--- config.mk ---
export PLATFORM = sky130hd
export DESIGN_NAME = motor_speed_pid_drive_unit
export DESIGN_NICKNAME = d
export VERILOG_FILES = /design/src/design/mspd_pkg.sv /design/src/design/mspd_drive_limit.sv /design/src/design/motor_speed_pid_drive_unit.sv
export SDC_FILE = /design/constraint.sdc
export NUM_CORES = 2
export LEC_CHECK = 0
export ABC_AREA = 1
export BUFFER_PORTS_ARGS = -buffer_cell sky130_fd_sc_hd__buf_2
export CORE_AREA = 2 2 430 261
export CTS_BUF_LIST = sky130_fd_sc_hd__clkbuf_4 sky130_fd_sc_hd__clkbuf_8
export DETAILED_ROUTE_END_ITERATION = 10
export DIE_AREA = 0 0 432 263
export SKIP_CTS_REPAIR_TIMING = 1
export SYNTH_ARGS = -nofsm -noshare
export SYNTH_HDL_FRONTEND = slang
export SYNTH_SLANG_ARGS = --single-unit
--- constraint.sdc ---
create_clock -name aclk -period 16.12 [get_ports aclk]
set_input_delay 3.224 -clock aclk [delete_from_list [all_inputs] [get_ports aclk]]
set_output_delay 3.224 -clock aclk [all_outputs]
set_load 0.02 [all_outputs]
--- src/design/mspd_pkg.sv ---
package mspd_pkg;

    // Field and state widths
    localparam int SPEED_W   = 13;
    localparam int TARGET_W  = 8;
    localparam int GAIN_W    = 16;
    localparam int DRIVE_W   = 8;
    localparam int ERR_W     = 10;             // target - rounded speed: -256..510
    localparam int DIFF_W    = ERR_W + 1;      // error change: -766..766
    localparam int SUM_WIDTH = 24;             // integral accumulator
    localparam int FRAC_W    = 4;              // Q8.4 speed fraction
    localparam int Q_FRAC    = 8;              // Q.8 drive units

    localparam int PROD_P_W  = ERR_W + GAIN_W;
    localparam int PROD_I_W  = SUM_WIDTH + GAIN_W;
    localparam int PROD_D_W  = DIFF_W + GAIN_W;
    localparam int TOTAL_W   = PROD_D_W + 1;

    localparam int CFG_IDX_W  = 3;
    localparam int CFG_DATA_W = 16;
    localparam int TDATA_IN_W = 16;            // speed padded to whole bytes

    // Constants in Q.8
    localparam int FF_SCALE   = 640;           // 2.5 x target
    localparam int HALF_LSB   = 128;           // one half drive step
    localparam int DRIVE_MAX  = 255;
    localparam int SPEED_HALF = 8;             // one half in Q8.4

    // Register map
    typedef enum logic [CFG_IDX_W-1:0] {
        CFG_SETPOINT     = 3'd0,
        CFG_GAIN_P       = 3'd1,
        CFG_GAIN_I       = 3'd2,
        CFG_GAIN_D       = 3'd3,
        CFG_INTEGRAL_MIN = 3'd4,
        CFG_INTEGRAL_MAX = 3'd5,
        CFG_MIN_DRIVE    = 3'd6
    } cfg_index_t;

    // Registered PID products handed to the output stage
    typedef struct packed {
        logic signed [PROD_P_W-1:0] up;
        logic signed [PROD_I_W-1:0] ui;
        logic signed [PROD_D_W-1:0] ud;
    } mspd_terms_t;

    // Static settings the output stage needs
    typedef struct packed {
        logic        [TARGET_W-1:0] setpoint;
        logic signed [GAIN_W-1:0]   integral_min;
        logic signed [GAIN_W-1:0]   integral_max;
        logic        [DRIVE_W-1:0]  min_drive;
    } mspd_limits_t;

endpackage

--- src/design/mspd_drive_limit.sv ---
module mspd_drive_limit (
    input  mspd_pkg::mspd_terms_t       terms,
    input  mspd_pkg::mspd_limits_t      limits,
    output logic [mspd_pkg::DRIVE_W-1:0] drive
);
    import mspd_pkg::*;

    logic signed [PROD_I_W-1:0] i_min_ext;
    logic signed [PROD_I_W-1:0] i_max_ext;
    logic signed [PROD_I_W-1:0] ui_lo;
    logic signed [PROD_I_W-1:0] ui_cl;
    logic signed [GAIN_W-1:0]   ui_q;
    logic        [TOTAL_W-1:0]  ff_u;
    logic signed [TOTAL_W-1:0]  total;
    logic signed [TOTAL_W-1:0]  whole;

    assign i_min_ext = PROD_I_W'(limits.integral_min);
    assign i_max_ext = PROD_I_W'(limits.integral_max);

    // Raise to min first, then cap at max (max wins when clamps cross)
    always_comb begin
        ui_lo = (terms.ui < i_min_ext) ? i_min_ext : terms.ui;
        ui_cl = (ui_lo > i_max_ext) ? i_max_ext : ui_lo;
        ui_q  = ui_cl[GAIN_W-1:0];
    end

    assign ff_u  = TOTAL_W'(limits.setpoint) * TOTAL_W'(FF_SCALE);
    assign total = TOTAL_W'(terms.up) + TOTAL_W'(ui_q) + TOTAL_W'(terms.ud)
                 + $signed(ff_u) + TOTAL_W'(HALF_LSB);
    assign whole = total >>> Q_FRAC;

    always_comb begin
        if (total < 0) begin
            drive = '0;
        end else if (whole > TOTAL_W'(DRIVE_MAX)) begin
            drive = DRIVE_W'(DRIVE_MAX);
        end else begin
            drive = whole[DRIVE_W-1:0];
        end
        if (drive < limits.min_drive) begin
            drive = '0;
        end
    end

endmodule

--- src/design/motor_speed_pid_drive_unit.sv ---
// PID speed controller with a clamped integral term and a 2.5 x target
// feedforward. Each request on the s_ side carries one measured speed in
// signed Q8.4 (s_tdata[12:0]); each request on the m_ side returns the 8-bit
// motor drive for it, one result per speed, in order. The block takes one
// request every cycle unless a full pipe is held by m_tready low, and each
// request passes through input register, error/integral stage, multiply
// stage and output register. The integral sum and the previous error update in
// the error/integral stage, a one-register loop, so back-to-back requests see
// each other's state exactly. Each stage moves on when the next one is
// free, so bubbles are squeezed out and s_tready drops only when all four
// stages hold data and m_tready is low. Settings are written through the
// cfg_ port (index = register number, write lands on the clock edge with
// cfg_wr_en high, unknown indexes ignored) and must only change while no
// request is in flight.
module motor_speed_pid_drive_unit (
    input  logic                               aclk,
    input  logic                               aresetn,
    // request in
    input  logic                               s_tvalid,
    output logic                               s_tready,
    input  logic [mspd_pkg::TDATA_IN_W-1:0]    s_tdata,   // [12:0] measured_speed
    // result out
    output logic                               m_tvalid,
    input  logic                               m_tready,
    output logic [mspd_pkg::DRIVE_W-1:0]       m_tdata,   // [7:0] motor_drive
    // settings
    input  logic                               cfg_wr_en,
    input  logic [mspd_pkg::CFG_IDX_W-1:0]     cfg_index,
    input  logic [mspd_pkg::CFG_DATA_W-1:0]    cfg_wdata
);
    import mspd_pkg::*;

    // ---------------- settings ----------------
    logic        [TARGET_W-1:0] setpoint_reg;
    logic signed [GAIN_W-1:0]   gain_p_reg;
    logic signed [GAIN_W-1:0]   gain_i_reg;
    logic signed [GAIN_W-1:0]   gain_d_reg;
    logic signed [GAIN_W-1:0]   integral_min_reg;
    logic signed [GAIN_W-1:0]   integral_max_reg;
    logic        [DRIVE_W-1:0]  min_drive_reg;

    always_ff @(posedge aclk) begin
        if (!aresetn) begin
            setpoint_reg     <= TARGET_W'(20);
            gain_p_reg       <= GAIN_W'(256);
            gain_i_reg       <= '0;
            gain_d_reg       <= '0;
            integral_min_reg <= {1'b1, {(GAIN_W-1){1'b0}}};
            integral_max_reg <= {1'b0, {(GAIN_W-1){1'b1}}};
            min_drive_reg    <= '0;
        end else if (cfg_wr_en) begin
            case (cfg_index)
                CFG_SETPOINT:     setpoint_reg     <= cfg_wdata[TARGET_W-1:0];
                CFG_GAIN_P:       gain_p_reg       <= cfg_wdata[GAIN_W-1:0];
                CFG_GAIN_I:       gain_i_reg       <= cfg_wdata[GAIN_W-1:0];
                CFG_GAIN_D:       gain_d_reg       <= cfg_wdata[GAIN_W-1:0];
                CFG_INTEGRAL_MIN: integral_min_reg <= cfg_wdata[GAIN_W-1:0];
                CFG_INTEGRAL_MAX: integral_max_reg <= cfg_wdata[GAIN_W-1:0];
                CFG_MIN_DRIVE:    min_drive_reg    <= cfg_wdata[DRIVE_W-1:0];
                default: ;
            endcase
        end
    end

    // ---------------- flow control ----------------
    logic st1_valid_reg, st2_valid_reg, st3_valid_reg, m_tvalid_reg;
    logic out_en, st3_en, st2_en, st1_en;

    assign out_en   = !m_tvalid_reg || m_tready;
    assign st3_en   = !st3_valid_reg || out_en;
    assign st2_en   = !st2_valid_reg || st3_en;
    assign st1_en   = !st1_valid_reg || st2_en;
    assign s_tready = st1_en;
    assign m_tvalid = m_tvalid_reg;

    logic st1_move;
    assign st1_move = st1_valid_reg && st2_en;

    always_ff @(posedge aclk) begin
        if (!aresetn) begin
            st1_valid_reg <= 1'b0;
            st2_valid_reg <= 1'b0;
            st3_valid_reg <= 1'b0;
            m_tvalid_reg  <= 1'b0;
        end else begin
            if (st1_en) st1_valid_reg <= s_tvalid;
            if (st2_en) st2_valid_reg <= st1_valid_reg;
            if (st3_en) st3_valid_reg <= st2_valid_reg;
            if (out_en) m_tvalid_reg  <= st3_valid_reg;
        end
    end

    // ---------------- stage 1: input register ----------------
    logic signed [SPEED_W-1:0] speed_reg;

    always_ff @(posedge aclk) begin
        if (st1_en && s_tvalid) begin
            speed_reg <= s_tdata[SPEED_W-1:0];
        end
    end

    // ---------------- error, derivative, integral ----------------
    logic signed [SPEED_W:0]    shifted;
    logic signed [SPEED_W:0]    shifted_adj;
    logic signed [SPEED_W:0]    rounded_w;
    logic signed [ERR_W-1:0]    rounded;
    logic signed [ERR_W:0]      err_w;
    logic signed [ERR_W-1:0]    err;
    logic signed [DIFF_W-1:0]   diff;
    logic signed [SUM_WIDTH:0]  sum_wide;
    logic signed [SUM_WIDTH-1:0] sum_next;

    logic signed [SUM_WIDTH-1:0] error_sum_reg;
    logic signed [ERR_W-1:0]     previous_error_reg;

    localparam logic signed [SUM_WIDTH-1:0] SUM_MAX = {1'b0, {(SUM_WIDTH-1){1'b1}}};
    localparam logic signed [SUM_WIDTH-1:0] SUM_MIN = {1'b1, {(SUM_WIDTH-1){1'b0}}};

    // round half up then truncate toward zero
    assign shifted     = (SPEED_W+1)'(speed_reg) + (SPEED_W+1)'(SPEED_HALF);
    assign shifted_adj = shifted[SPEED_W]
                       ? shifted + (SPEED_W+1)'((1 << FRAC_W) - 1)
                       : shifted;
    assign rounded_w   = shifted_adj >>> FRAC_W;
    assign rounded     = rounded_w[ERR_W-1:0];

    assign err_w = $signed({{(ERR_W+1-TARGET_W){1'b0}}, setpoint_reg})
                 - (ERR_W+1)'(rounded);
    assign err   = err_w[ERR_W-1:0];
    assign diff  = DIFF_W'(err) - DIFF_W'(previous_error_reg);

    // saturating accumulate
    assign sum_wide = (SUM_WIDTH+1)'(error_sum_reg) + (SUM_WIDTH+1)'(err);
    always_comb begin
        if (sum_wide[SUM_WIDTH] != sum_wide[SUM_WIDTH-1]) begin
            sum_next = sum_wide[SUM_WIDTH] ? SUM_MIN : SUM_MAX;
        end else begin
            sum_next = sum_wide[SUM_WIDTH-1:0];
        end
    end

    always_ff @(posedge aclk) begin
        if (!aresetn) begin
            error_sum_reg      <= '0;
            previous_error_reg <= '0;
        end else if (st1_move) begin
            error_sum_reg      <= sum_next;
            previous_error_reg <= err;
        end
    end

    // ---------------- stage 2 registers ----------------
    logic signed [ERR_W-1:0]     st2_err_reg;
    logic signed [DIFF_W-1:0]    st2_diff_reg;
    logic signed [SUM_WIDTH-1:0] st2_sum_reg;

    always_ff @(posedge aclk) begin
        if (st1_move) begin
            st2_err_reg  <= err;
            st2_diff_reg <= diff;
            st2_sum_reg  <= sum_next;
        end
    end

    // ---------------- multiplies -> stage 3 ----------------
    mspd_terms_t terms_next, st3_terms_reg;

    always_comb begin
        terms_next.up = PROD_P_W'(st2_err_reg)  * PROD_P_W'(gain_p_reg);
        terms_next.ui = PROD_I_W'(st2_sum_reg)  * PROD_I_W'(gain_i_reg);
        terms_next.ud = PROD_D_W'(st2_diff_reg) * PROD_D_W'(gain_d_reg);
    end

    always_ff @(posedge aclk) begin
        if (st3_en && st2_valid_reg) begin
            st3_terms_reg <= terms_next;
        end
    end

    // ---------------- sum, clamp, output register ----------------
    mspd_limits_t limits;
    logic [DRIVE_W-1:0] drive_next;
    logic [DRIVE_W-1:0] m_tdata_reg;

    assign limits.setpoint     = setpoint_reg;
    assign limits.integral_min = integral_min_reg;
    assign limits.integral_max = integral_max_reg;
    assign limits.min_drive    = min_drive_reg;

    mspd_drive_limit u_drive_limit (
        .terms  (st3_terms_reg),
        .limits (limits),
        .drive  (drive_next)
    );

    always_ff @(posedge aclk) begin
        if (out_en && st3_valid_reg) begin
            m_tdata_reg <= drive_next;
        end
    end

    assign m_tdata = m_tdata_reg;

    // ---------------- checks ----------------
    // input side stalls only when the whole pipe is full and blocked
    a_stall_full: assert property (@(posedge aclk) disable iff (!aresetn)
        !s_tready |-> (st1_valid_reg && st2_valid_reg && st3_valid_reg
                       && m_tvalid && !m_tready))
        else $error("s_tready low with room in the pipe");

    // controller state moves only with a request leaving stage 1
    a_state_hold: assert property (@(posedge aclk) disable iff (!aresetn)
        !st1_move |=> ($stable(error_sum_reg) && $stable(previous_error_reg)))
        else $error("PID state changed without a request");

    a_prev_err: assert property (@(posedge aclk) disable iff (!aresetn)
        st1_move |=> (previous_error_reg == $past(err)))
        else $error("previous error not the last request's error");

    a_no_loss: assert property (@(posedge aclk) disable iff (!aresetn)
        st1_move |=> st2_valid_reg)
        else $error("request dropped between stage 1 and stage 2");

endmodule
**Word level (Yosys, flattened, before mapping)**

Index checks and enable logic that the tools add are counted.

- Muxes and demuxes: 7
- Eq/ne operators: 7
- Reductions and logical operators: 20
- Multipliers: 4
- Add/subtract/negate cells: 9
- $lt $le $gt $ge: 5

Operators with widths:

| operator | count |
|---|---|
| 24-bit two-way mux | 2 |
| 40-bit by 16-bit > comparator with 1-bit output | 1 |
| 40-bit by 16-bit < comparator with 1-bit output | 1 |
| 24-bit by 16-bit multiplier with 40-bit output | 1 |
| 40-bit two-way mux | 1 |
| 27-bit by 27-bit adder with 28-bit output | 1 |
| 28-bit by 19-bit adder with 28-bit output | 1 |
| 28-bit by 9-bit adder with 28-bit output (second input constant) | 1 |
| 28-bit by 1-bit < comparator with 1-bit output (second input constant) | 1 |
| 26-bit by 16-bit adder with 27-bit output | 1 |
| 11-bit by 16-bit multiplier with 27-bit output | 1 |
| 10-bit by 16-bit multiplier with 26-bit output | 1 |
| 24-bit by 10-bit adder with 25-bit output | 1 |
| 20-bit by 9-bit > comparator with 1-bit output (second input constant) | 1 |
| 16-bit two-way mux | 1 |
| 8-bit two-way mux | 2 |
| 13-bit by 5-bit adder with 14-bit output (second input constant) | 1 |
| 14-bit by 5-bit adder with 14-bit output (second input constant) | 1 |
| 14-bit two-way mux | 1 |
| 2-bit AND reduction | 7 |
| 8-bit by 3-bit multiplier with 11-bit output (second input constant) | 1 |
| 10-bit by 10-bit subtractor with 11-bit output | 1 |
| 9-bit by 10-bit subtractor with 10-bit output | 1 |
| 3-bit == test (second input constant) | 3 |
| 8 further kinds | 18 |

- Register bits: 293
- Output and inout bits: 10
- Word-level logic and storage cells: 73
- Input port bits: 40

**Depth between registers and ports, before layout**

- Depth in word-level cells: 12
- Depth in mapped cells: 65
- Mapped depth without buffers: 63

**Modules after synthesis**

From an unflattened synthesis, not the netlist that was laid out.

- Cells, all modules: 5869
- Area, all modules: 46123.0 um^2

Modules (own cells, without submodules):

| module | instances | cells an instance | area each (um^2) | seq. area each (um^2) |
|---|---|---|---|---|
| motor_speed_pid_drive_unit | 1 | 4868 | 39715.6 | 7457.2 |
| mspd_drive_limit | 1 | 1001 | 6407.4 | 0.0 |

**Worst setup path before layout**

Ideal clock, no wire load.

- Path type: register to register
- Start: reg integral_min_reg[15]
- End: reg m_tdata_reg[0], in the netlist m_tdata[0] (data pin)
- Cell stages (with the launch flop): 47
- Setup slack: 6.867 ns
- Period minus slack after synthesis: 9.253 ns
- Data required time: 15.838 ns
- Buffers on the path: 2
- Setup time: 0.282 ns
- Arrival: 8.971 ns
- Path through: dfxtp_1 > inv_1 > ha_1 > a21o_1 > nor2_1 > nand2_1 > a21oi_1 > nand4_1 > nand2_1 > nand2_1 > clkbuf_1 > o21ai_0 > inv_1 > ha_1 > nand2_1 > nor2_2 > nand2_2 > nor2_2 > [11 not listed] > ha_1 > a21oi_1 > o21ai_0 > a2111oi_0 > nand3b_1 > nand2_1 > nand2_1 > nor2_1 > nand2_1 > inv_1 > nand2_1 > nand2_1 > inv_1 > ha_1 > a21oi_1 > nor2_1 > a211oi_1 > a21oi_1

- Longest elaborated chain between the ends: 12
- Elaborated cells on any way between the ends: 13
- Those cells by class: 4 x add/sub; 5 x order compare; 4 x mux

Ends and longest elaborated chain:

| item | RTL line | text |
|---|---|---|
| start: declaration | motor_speed_pid_drive_unit.sv:38 | `logic signed [GAIN_W-1:0] integral_min_reg;` |
| start signal: assignment | motor_speed_pid_drive_unit.sv:48 | `integral_min_reg <= {1'b1, {(GAIN_W-1){1'b0}}};` |
| start signal: assignment | motor_speed_pid_drive_unit.sv:57 | `CFG_INTEGRAL_MIN: integral_min_reg <= cfg_wdata[GAIN_W-1:0];` |
| 40-bit by 16-bit < comparator with 1-bit output | mspd_drive_limit.sv:22 | `ui_lo = (terms.ui < i_min_ext) ? i_min_ext : terms.ui;` |
| 40-bit two-way mux * | mspd_drive_limit.sv:22 |  |
| 40-bit by 16-bit > comparator with 1-bit output | mspd_drive_limit.sv:23 | `ui_cl = (ui_lo > i_max_ext) ? i_max_ext : ui_lo;` |
| 16-bit two-way mux * | mspd_drive_limit.sv:23 |  |
| 26-bit by 16-bit adder with 27-bit output * | mspd_drive_limit.sv:28 | `assign total = TOTAL_W'(terms.up) + TOTAL_W'(ui_q) + TOTAL_W'(terms.ud)` |
| 27-bit by 27-bit adder with 28-bit output * | mspd_drive_limit.sv:28 |  |
| 28-bit by 19-bit adder with 28-bit output * | mspd_drive_limit.sv:29 | `+ $signed(ff_u) + TOTAL_W'(HALF_LSB);` |
| 28-bit by 9-bit adder with 28-bit output * | mspd_drive_limit.sv:29 |  |
| 20-bit by 9-bit > comparator with 1-bit output | mspd_drive_limit.sv:35 | `end else if (whole > TOTAL_W'(DRIVE_MAX)) begin` |
| 8-bit two-way mux | mspd_drive_limit.sv:35 |  |
| 8-bit two-way mux * | mspd_drive_limit.sv:33 | `if (total < 0) begin` |
| 8-bit < comparator | mspd_drive_limit.sv:40 | `if (drive < limits.min_drive) begin` |
| end signal: assignment | motor_speed_pid_drive_unit.sv:198 | `m_tdata_reg <= drive_next;` |
| end: declaration | motor_speed_pid_drive_unit.sv:183 | `logic [DRIVE_W-1:0] m_tdata_reg;` |

Every way passes the cells marked *; elsewhere a longest branch is shown, timed or not.
A chain may end at the register's enable or synchronous reset.

**Worst setup path after layout**

- Start: reg integral_min_reg[15]
- End: reg m_tdata_reg[2], in the netlist m_tdata[2] (data pin)

The elaborated chain is that of the path after synthesis.

==> results.sh <==
export IMPL_port_buffers=46
export IMPL_rows=94
export IMPL_worst_hold_path_type="flip-flop to flip-flop"
export IMPL_grt_setup_unrepaired="no"
export IMPL_use_met3_pct=4.36
export IMPL_grt_total_usage_pct=20.8
export IMPL_sequential_cell_area_um2=7460
export IMPL_comb_power_share_pct=62.4
export IMPL_p_seq_share_pct=21.4
export IMPL_ys_top_cells_by_area="fa_1 (33%), ha_1 (12%), inv_1 (12%), edfxtp_1 (11%), nand2_1 (8.9%)"
export IMPL_layout_nets=6363
export IMPL_route_detailed_wl_per_inst_um=17.2
export IMPL_timing_critical_path_to_type="flip-flop"
export IMPL_htree_num_levels=2
export IMPL_die_w_um=432
export IMPL_synth_top_cell_by_area="fa_1"
export IMPL_number_of_nets_produced_by_synthesis=6412
export IMPL_fin_crit_ps=10670
export IMPL_core_area_um2=109000
export IMPL_clock_root_buffer_master="clkbuf_8"
export IMPL_yosys_register_bits=293
export IMPL_syn_avg_cell_area_um2=8.34
export IMPL_critical_path_slowest_cell="o21ai_0"
export IMPL_dp_slack_ps=5610
export IMPL_grt_max_degree=106
export IMPL_route_vias_total=32400
export IMPL_max_vdd_ir_drop_mv=0.109
export IMPL_ys_seq_area_share_pct=17.1
export IMPL_worst_pin_slew_ps=1250
export IMPL_critical_path_class="flip-flop to flip-flop"
export IMPL_synth_most_common_cell="inv_1"
export IMPL_grt_antenna_before_repair=10
export IMPL_synthDominantCellAreaShare_pct=32.8
export IMPL_ioPinCount=50
export IMPL_die_area_um2=114000
export IMPL_fp_dieH_um=263
export IMPL_largest_reg_flops=93
export IMPL_timing_critical_path_fanout_max=27
export IMPL_start_util_pct=40.0
export IMPL_drt_first_iter_violations=2781
export IMPL_routed_wl_um=115000
export IMPL_post_route_worst_setup_slack_ps=5450
export IMPL_slew_violations=0
export IMPL_cellPowerDensity_nw_per_um2=104
export IMPL_timing_slew_headroom_pct=16.7
export IMPL_timing_fmax_mhz=93.7
export IMPL_ys_warnings_count=0
export IMPL_final_number_of_hold_violating_endpoints=0
export IMPL_place_hpwl_um=92900
export IMPL_status="finished, final reports clean"
export IMPL_swShare_pct=49.4
export IMPL_yosys_cell_types_count=51
export IMPL_fin_worst_hold_slack_ps=462
export IMPL_netSwitchingPower_w=0.00239
export IMPL_post_route_cells_drive_above_1_share_pct=5.53
export IMPL_path_common_cell="nand2_1"
export IMPL_cts_reportedPaths_clkPinSlew_ps=70
export IMPL_final_antenna_net_count=0
export IMPL_drtPass1Iterations=6
export IMPL_peak_usage_layer_in_the_global_routing_report="met1"
export IMPL_netlist_instances=5235
export IMPL_cpPeakStageDelay_ps=850
export IMPL_cts_made_buffers=48
export IMPL_post_route_period_util_pct=66.2
export IMPL_grt_overflow_total=0
export IMPL_synth_edff_count=159
export IMPL_required_time_worst_endpoint_ps=16480
export IMPL_via_per_inst=4.86
export IMPL_cellInternalPower_w=0.00245
export IMPL_synth_top_cells_by_count="inv_1 (1382), nand2_1 (1035), fa_1 (716)"
export IMPL_power_share_clock_pct=16.2
export IMPL_grt_first_pass_wirelength_um=185000
export IMPL_clock_latency_ps=670
export IMPL_grt_use_met2_pct=26.7
export IMPL_synth_cell_area_um2=43700
export IMPL_globalplace_congestion=0.899
export IMPL_setup_viol_count_final=0
export IMPL_multiInputGateArea_um2=30300
export IMPL_most_common_flop_cell_mapped_by_yosys="edfxtp_1"
export IMPL_drt_drc_violations_left=0
export IMPL_via_count_of_the_first_global_routing_pass=32200
export IMPL_start_kind="flip-flop"
export IMPL_clock_tree_from_tritoncts="built"
export IMPL_maxCapViolations=0
export IMPL_tns_ps=0
export IMPL_fillerInstances=10800
export IMPL_area_delta_synth_final_pct=6.34
export IMPL_cp_arrival_ps=11030
export IMPL_cts_buffer_depth=3
export IMPL_post_route_clock_skew_ps=35.2
export IMPL_leakagePower_nw=24.1
export IMPL_grt_met1_use_pct=35.1
export IMPL_synth_async_reset_ratio_pct=0
export IMPL_cts_sinks=293
==> metal layers <==
metal,share of wire [%],wire (µm),vias up
met4,1.4,1570,0
met2,37,42000,1079
met1,53,60700,15800
met3,9.3,10700,87
li1,-,-,15500
met5,0,0,-
==> worst max-delay path, delay by kind of cell, from the launching register on <==
kind / cells / cell delay [ps]
buffers and inverters: 8 / 1490
AOI/OAI and AO/OA: 11 / 3670
adders and majority gates: 6 / 2180
DFF: 1 / 300
and+or+nand+nor: 24 / 2720
==> power by group through the flow <==
stage | logic (W) | registers, W | clock network [W]
floorplan | 0.00219 | 0.000993 | 0
global placement | 0.00295 | 0.00105 | 0
detailed placement | 0.00297 | 0.00105 | 0
CTS | 0.00300 | 0.00103 | 0.000799
global route | 0.00343 | 0.00104 | 0.000829
finish | 0.00302 | 0.00104 | 0.000782
==> final timing paths <==
kind,endpoint,cells after the start,start,slack (ps)
setup / recovery,m_tdata[2],49,integral_min_reg[15],5450
hold / removal,min_drive_reg[3],2,min_drive_reg[3],460
setup reg to reg,m_tdata[2],49,integral_min_reg[15],5450
hold reg to reg,min_drive_reg[3],2,min_drive_reg[3],460
==> cells in the final DEF, fill, tap and decap left out, drive strengths merged, types with 5 or more instances in the layout <==
cell type,Yosys,final
nand3,61,61
a31oi,12,12
xnor2,78,78
a211oi,6,6
xor2,96,96
a21o,9,9
or2,40,40
o21bai,6,6
dfxtp,134,134
ha,421,421
o21a,5,5
clkinv,1,15
nand4,11,11
inv,1384,1385
nor2,266,266
nor3,22,22
buf,5,93
o21ai,249,249
a21oi,267,267
edfxtp,159,159
fa,716,716
nand2,1057,1057
bufinv,0,6
o211ai,18,18
clkbuf,187,65
==> cells by family (layout without fill, tap and decap cells) <==
kind of cell,Yosys count,count (layout),share of synthesized area (%)
AOI/OAI and AO/OA,585,585,7.37
DFF,293,293,17.1
and+or+nand+nor,1469,1469,13.6
buffers and inverters,1577,1568,13.6
other,0,4,0
adders and majority gates,1137,1137,44.9
xor gates and xnor gates,174,174,3.49
==> cell type report <==
cell class | count | share of cell area, %
Timing Repair Buffer | 93 | 1.26
Clock buffer | 65 | 1.76
Sequential cell | 293 | 16.1
Antenna cell | 4 | 0.0216
Clock inverter | 25 | 0.633
Tap cell | 1440 | 3.88
Inverter | 1385 | 11.2
Multi-Input combinational cell | 3365 | 65.2
==> per-stage QoR <==
step	total power (W)	std cells	cell area, µm²	util (%)
5_1_grt	0.00530	6670	46400	42.5
6_report	0.00484	6670	46400	42.5
3_3_place_gp	0.00400	6576	45300	41.5
4_1_cts	0.00483	6666	46400	42.5
3_5_place_dp	0.00401	6576	45300	41.5
2_1_floorplan	0.00318	5235	43700	-
Power figures use the tool's default switching activity.
